`config.mk`:
```
export PLATFORM = sky130hd
export DESIGN_NAME = cmma_fold
export DESIGN_NICKNAME = d
export VERILOG_FILES = /design/src/rtl/cmma_pkg.sv /design/src/rtl/cmma_fold.sv
export SDC_FILE = /design/constraint.sdc
export NUM_CORES = 1
export LEC_CHECK = 0
export ABC_AREA = 1
export BUFFER_PORTS_ARGS = -buffer_cell sky130_fd_sc_hd__buf_2
export CORE_MARGIN = 1.5
export CORE_UTILIZATION = 45
export CTS_BUF_LIST = sky130_fd_sc_hd__clkbuf_2 sky130_fd_sc_hd__clkbuf_4 sky130_fd_sc_hd__clkbuf_8
export DETAILED_ROUTE_END_ITERATION = 10
export PLACE_DENSITY_LB_ADDON = 0.25
export SLEW_MARGIN = 20
export SYNTH_ARGS = -nofsm -noshare
export SYNTH_HDL_FRONTEND = slang
export SYNTH_SLANG_ARGS = --single-unit
```
`constraint.sdc`:
```
create_clock -name clk -period 3.69 [get_ports clk]
set_input_delay 0.5535 -clock clk [delete_from_list [all_inputs] [get_ports clk]]
set_output_delay 0.5535 -clock clk [all_outputs]
set_load 0.02 [all_outputs]
```
`src/rtl/cmma_pkg.sv`:
```
package cmma_pkg;

    // Field widths of the bus item and of the result.
    localparam int ADDR_W = 24;
    localparam int DATA_W = 8;
    localparam int SIZE_W = 19;
    localparam int OFF_W  = 18;
    localparam int REQ_W  = 2;
    localparam int CFG_IDX_W = 2;

    // Store depths and the address widths that follow from them.
    localparam int PRG_BYTES = 262144;
    localparam int CHR_BYTES = 262144;
    localparam int PRG_AW = $clog2(PRG_BYTES);
    localparam int CHR_AW = $clog2(CHR_BYTES);

    // Weight of the highest address bit, where the fold starts.
    localparam logic [ADDR_W-1:0] TOP_ADDR_BIT = ADDR_W'(1) << (ADDR_W - 1);

    // Access kinds carried in tuser.
    localparam logic [REQ_W-1:0] REQ_PRG_READ  = 2'd0;
    localparam logic [REQ_W-1:0] REQ_PRG_WRITE = 2'd1;
    localparam logic [REQ_W-1:0] REQ_CHR_READ  = 2'd2;
    localparam logic [REQ_W-1:0] REQ_CHR_WRITE = 2'd3;

    // Configuration register indexes.
    localparam logic [CFG_IDX_W-1:0] CFG_PRG_SPAN     = 2'd0;
    localparam logic [CFG_IDX_W-1:0] CFG_CHR_SPAN     = 2'd1;
    localparam logic [CFG_IDX_W-1:0] CFG_CHR_WRITABLE = 2'd2;

    typedef logic [ADDR_W-1:0] addr_t;
    typedef logic [SIZE_W-1:0] size_t;
    typedef logic [DATA_W-1:0] byte_t;

endpackage

```
`src/rtl/cmma_fold.sv`:
```
module cmma_fold (
    input  logic            clk,
    input  logic            rst_n,
    input  logic            start,
    input  cmma_pkg::addr_t address,
    input  cmma_pkg::size_t region,
    output logic            done,
    output cmma_pkg::addr_t offset
);
    import cmma_pkg::*;

    logic  busy_reg, busy_next;
    logic  done_reg, done_next;
    addr_t bit_reg, bit_next;
    addr_t a_reg, a_next;
    addr_t base_reg, base_next;
    size_t region_reg, region_next;

    logic  above;
    logic  hit;
    logic  move;

    // One address bit per cycle, from the top down. The one-hot weight
    // shifts right each cycle and marks the bit under inspection.
    always_comb
    begin
        above = a_reg >= ADDR_W'(region_reg);
        hit   = busy_reg && above && ((a_reg & bit_reg) != '0);
        move  = hit && (ADDR_W'(region_reg) > bit_reg);

        busy_next   = busy_reg;
        done_next   = 1'b0;
        bit_next    = bit_reg;
        a_next      = a_reg;
        base_next   = base_reg;
        region_next = region_reg;

        if (start)
        begin
            busy_next   = 1'b1;
            bit_next    = TOP_ADDR_BIT;
            a_next      = address;
            base_next   = '0;
            region_next = region;
        end
        else if (busy_reg)
        begin
            // If a_reg >= region, drop the bit; move it to base if region > bit.
            if (hit)
            begin
                a_next = a_reg & ~bit_reg;
            end
            if (move)
            begin
                region_next = region_reg - bit_reg[SIZE_W-1:0];
                base_next   = base_reg | bit_reg;
            end
            bit_next = bit_reg >> 1;
            if (bit_reg[0])
            begin
                busy_next = 1'b0;
                done_next = 1'b1;
            end
        end
    end

    always_ff @(posedge clk or negedge rst_n)
    begin
        if (!rst_n)
        begin
            busy_reg <= 1'b0;
            done_reg <= 1'b0;
        end
        else
        begin
            busy_reg <= busy_next;
            done_reg <= done_next;
        end
    end

    always_ff @(posedge clk)
    begin
        bit_reg    <= bit_next;
        a_reg      <= a_next;
        base_reg   <= base_next;
        region_reg <= region_next;
    end

    // Base and remaining address never share a bit, so OR is the sum.
    assign offset = base_reg | a_reg;
    assign done   = done_reg;

`ifndef NO_ASSERTIONS
    a_onehot_bit: assert property (@(posedge clk) disable iff (!rst_n)
        busy_reg |-> $onehot(bit_reg))
        else $error("fold weight is not one-hot");

    a_disjoint: assert property (@(posedge clk) disable iff (!rst_n)
        (busy_reg || done_reg) |-> ((a_reg & base_reg) == '0))
        else $error("base and address overlap");

    // While the address is still not below the region, every higher bit is gone.
    a_high_clear: assert property (@(posedge clk) disable iff (!rst_n)
        (busy_reg && above) |-> ((a_reg & ~((bit_reg << 1) - ADDR_W'(1))) == '0))
        else $error("address bit above the fold position is still set");

    a_region_shrinks: assert property (@(posedge clk) disable iff (!rst_n)
        (busy_reg && !start) |=> (region_reg <= $past(region_reg)))
        else $error("region grew during the fold");
`endif

endmodule
```
==> metrics <==
critical-path maximum fanout 12; P per Cell Area 418 nW/um2; Max IR drop VDD 0.225 mV; Max Root-Sink Buffers 2; post-route setup TNS 0 ns; RSZ-0062 raised after global routing false; Top cell by count, worst path nand2_1; Mean Syn Cell Area 7.71 um2; die height 117 um; first-pass GRT wire length 22.5 mm; dpl hpwl 9.68 mm; largest net degree at the start of global routing 72; clk root buf clkbuf_8; postcts setup bufs 0; Tcrit/Tclk final 75.3%; outcome complete, no violations; Worst Skew 0.0118 ns; die area 13,600 um2; Detailed Routing Iterations Pass 1 5; Net Count, Synth 839; Synth Warn # 0; initial antenna violation count 0; critical path capture point type register; Slew headroom 47.9%; Worst-Margin Slew 0.782 ns; highest-delay cell along the critical path nand2_1; Pwr Total 2720 uW; area occupied by multi-input gates 2860 um2; remaining global-route overflow 0; Min-Delay Path Class reg2reg; Nets 903; # fillers 1,262; LEAKAGE 0.00301 uW; critical path required time 3.78 ns; via count 4,934; #FFs+latches synth 93; Crit path max-delay family simple AND/OR/NAND/NOR gates; routability cong. 0.901; WL final 13.4 mm; sequential element share of the synthesized area 39.6%; DRC Markers 0; Initial DRC Count 287; layout cells sized above 1 18.2%; crit path launch type register; CP Data Arrival Time 2.87 ns; post-layout util 51.5%; CTS Buf Count 9; wire length per cell 13.5 um; worst slack at placement 0.921 ns; # IOs 71; Mapped Cells 754; CP Cell Sequence ha_1, fa_1, inv_1, nand2_1, nand2_1, nand3_2, nand2_2, nand2_1, nand3_2, nand2_2, inv_4, nand2_1, nand2_1, buf_4; Setup WS post-layout 0.910 ns; register area 2300 um2; worst skew pair latency 0.38 ns; P&R area growth vs syn 11.7%; vias in the first global route 4,802; H-tree depth 3; Worst Hold Slack 0.432 ns; number of max-slew violations in the final report 0; row cnt 41; GRT Util Overall 21.3%; Horiz. Die Dim 117 um; final hold vios 0; antenna-violating nets left 0; library cells used by synthesis 38; Max Freq 360 MHz; Port Buffers 70; final setup fails 0; Starting Density 46.1%; critical path type reg2reg; slowest cell delay on critical path 0.43 ns; max_cap viols 0; clock sink count 93; Netlist Area Pre-Place 5810 um2; min Tclk post-route 2.78 ns; core area 12,600 um2; CTS tree built; CP Buf/Inv Count 3; vias per cell 4.96; diode count 0; clock-pin slew on the worst setup and hold paths 0.08 ns
metrics by stage:
step	std cells	cell area, um2
final	995	6490
after global routing	995	6490
after CTS	995	6490
after detailed placement	978	6280
after global placement	978	6280
after floorplan	754	5810
synth_stat cells:
cell / instances / area (um2)
a21o_1: 4 / 30.0
a21oi_1: 49 / 245
a21oi_2: 20 / 175
a31oi_1: 1 / 6.26
and2_1: 2 / 12.5
buf_12: 2 / 40.0
buf_4: 1 / 7.51
buf_6: 2 / 22.5
clkbuf_1: 18 / 67.6
clkbuf_8: 1 / 13.8
dfrtp_1: 2 / 50.1
dfxtp_1: 48 / 961
edfxtp_1: 43 / 1290
fa_1: 1 / 20.0
ha_1: 38 / 475
inv_1: 130 / 488
inv_2: 1 / 3.75
inv_4: 1 / 6.26
nand2_1: 199 / 747
nand2_2: 8 / 50.1
nand3_1: 21 / 105
nand3_2: 21 / 210
nand4_1: 8 / 50.1
nor2_1: 45 / 169
nor2_2: 2 / 12.5
nor2_4: 2 / 22.5
nor3_1: 5 / 25.0
o211ai_2: 1 / 12.5
o21a_1: 2 / 15.0
o21ai_0: 38 / 190
o21ai_1: 2 / 10.0
o21bai_1: 2 / 15.0
o22a_1: 1 / 8.76
o31ai_1: 24 / 180
o31ai_2: 1 / 12.5
or2_2: 3 / 18.8
xnor2_1: 2 / 17.5
xor2_1: 3 / 26.3
area by class of cell:
type	count	share of cell area [%]
Sequential cell	93	35.4
Multi-Input combinational cell	505	44.1
Inverter	132	7.67
Clock inverter	6	1.19
Timing Repair Buffer	77	6.28
Tap cell	172	3.31
Clock buffer	10	2.02
path summary, 6_finish.rpt:
| check | start | endpoint | slack, ns | depth (start not counted) |
|---|---|---|---|---|
| worst max-delay path | bit_reg[0]$_SDFFE_PP0P_ | region_reg[0]$_DFFE_PP_ | 0.91 | 14 |
| worst min-delay path | base_reg[23]$_SDFFE_PP0P_ | base_reg[23]$_SDFFE_PP0P_ | 0.43 | 2 |
| worst max register to register | bit_reg[0]$_SDFFE_PP0P_ | region_reg[0]$_DFFE_PP_ | 0.91 | 14 |
| worst min register to register | base_reg[23]$_SDFFE_PP0P_ | base_reg[23]$_SDFFE_PP0P_ | 0.43 | 2 |
| max in group asynchronous | rst_n | busy_reg$_DFF_PN0_ | 3.10 | 2 |
| min in group asynchronous | rst_n | done$_DFF_PN0_ | 0.49 | 2 |
cells in the final DEF (no fill, tap or decap), types with 5 or more instances in the layout:
| master | count |
|---|---|
| nor2_1 | 45 |
| nand4_1 | 8 |
| a21oi_2 | 20 |
| nand2_2 | 8 |
| a21oi_1 | 49 |
| nand2_1 | 199 |
| nand3_1 | 21 |
| dfxtp_1 | 48 |
| o21ai_0 | 38 |
| nor3_1 | 5 |
| buf_2 | 69 |
| nand3_2 | 21 |
| edfxtp_1 | 43 |
| buf_4 | 7 |
| clkbuf_8 | 9 |
| ha_1 | 38 |
| o31ai_1 | 24 |
| inv_1 | 130 |
per-layer routing:
metal  vias up  routed length (um)  GRT usage (%)  share of wire [%]
met1      2237                6560           28.7                 49
met4         0                 354           7.79                2.6
li1       2566                   -              -                  -
met5         -                   0              0                  0
met3        24                 578           4.93                4.3
met2       107                5910           33.8                 44
worst min-delay path: stages (launching register included):
cell and delay [ns]:
dfxtp_1 0.30, inv_1 0.06, nor2_1 0.04
power by group:
group          internal [uW]  total (uW)  switching (uW)
Clock                    383         748             365
Combinational            262         747             485
Sequential              1170        1220            50.5
kinds of logic after synthesis:
kind of cell / Yosys count / synth area share (%)
buffers and inverters: 156 / 11.2
XOR/XNOR: 5 / 0.753
AND/OR/NAND/NOR: 316 / 24.5
AO/OA/AOI/OAI: 145 / 15.5
adder cells (fa/ha/maj): 39 / 8.52
flip-flops: 93 / 39.6
timing repair:
action / 4_1_cts / 5_1_grt
hold endpoints to repair: 2 / 0
resized for setup: 0 / 0
hold buffers: 1 / 0
Note: power is estimated with default switching activity, not from simulation.
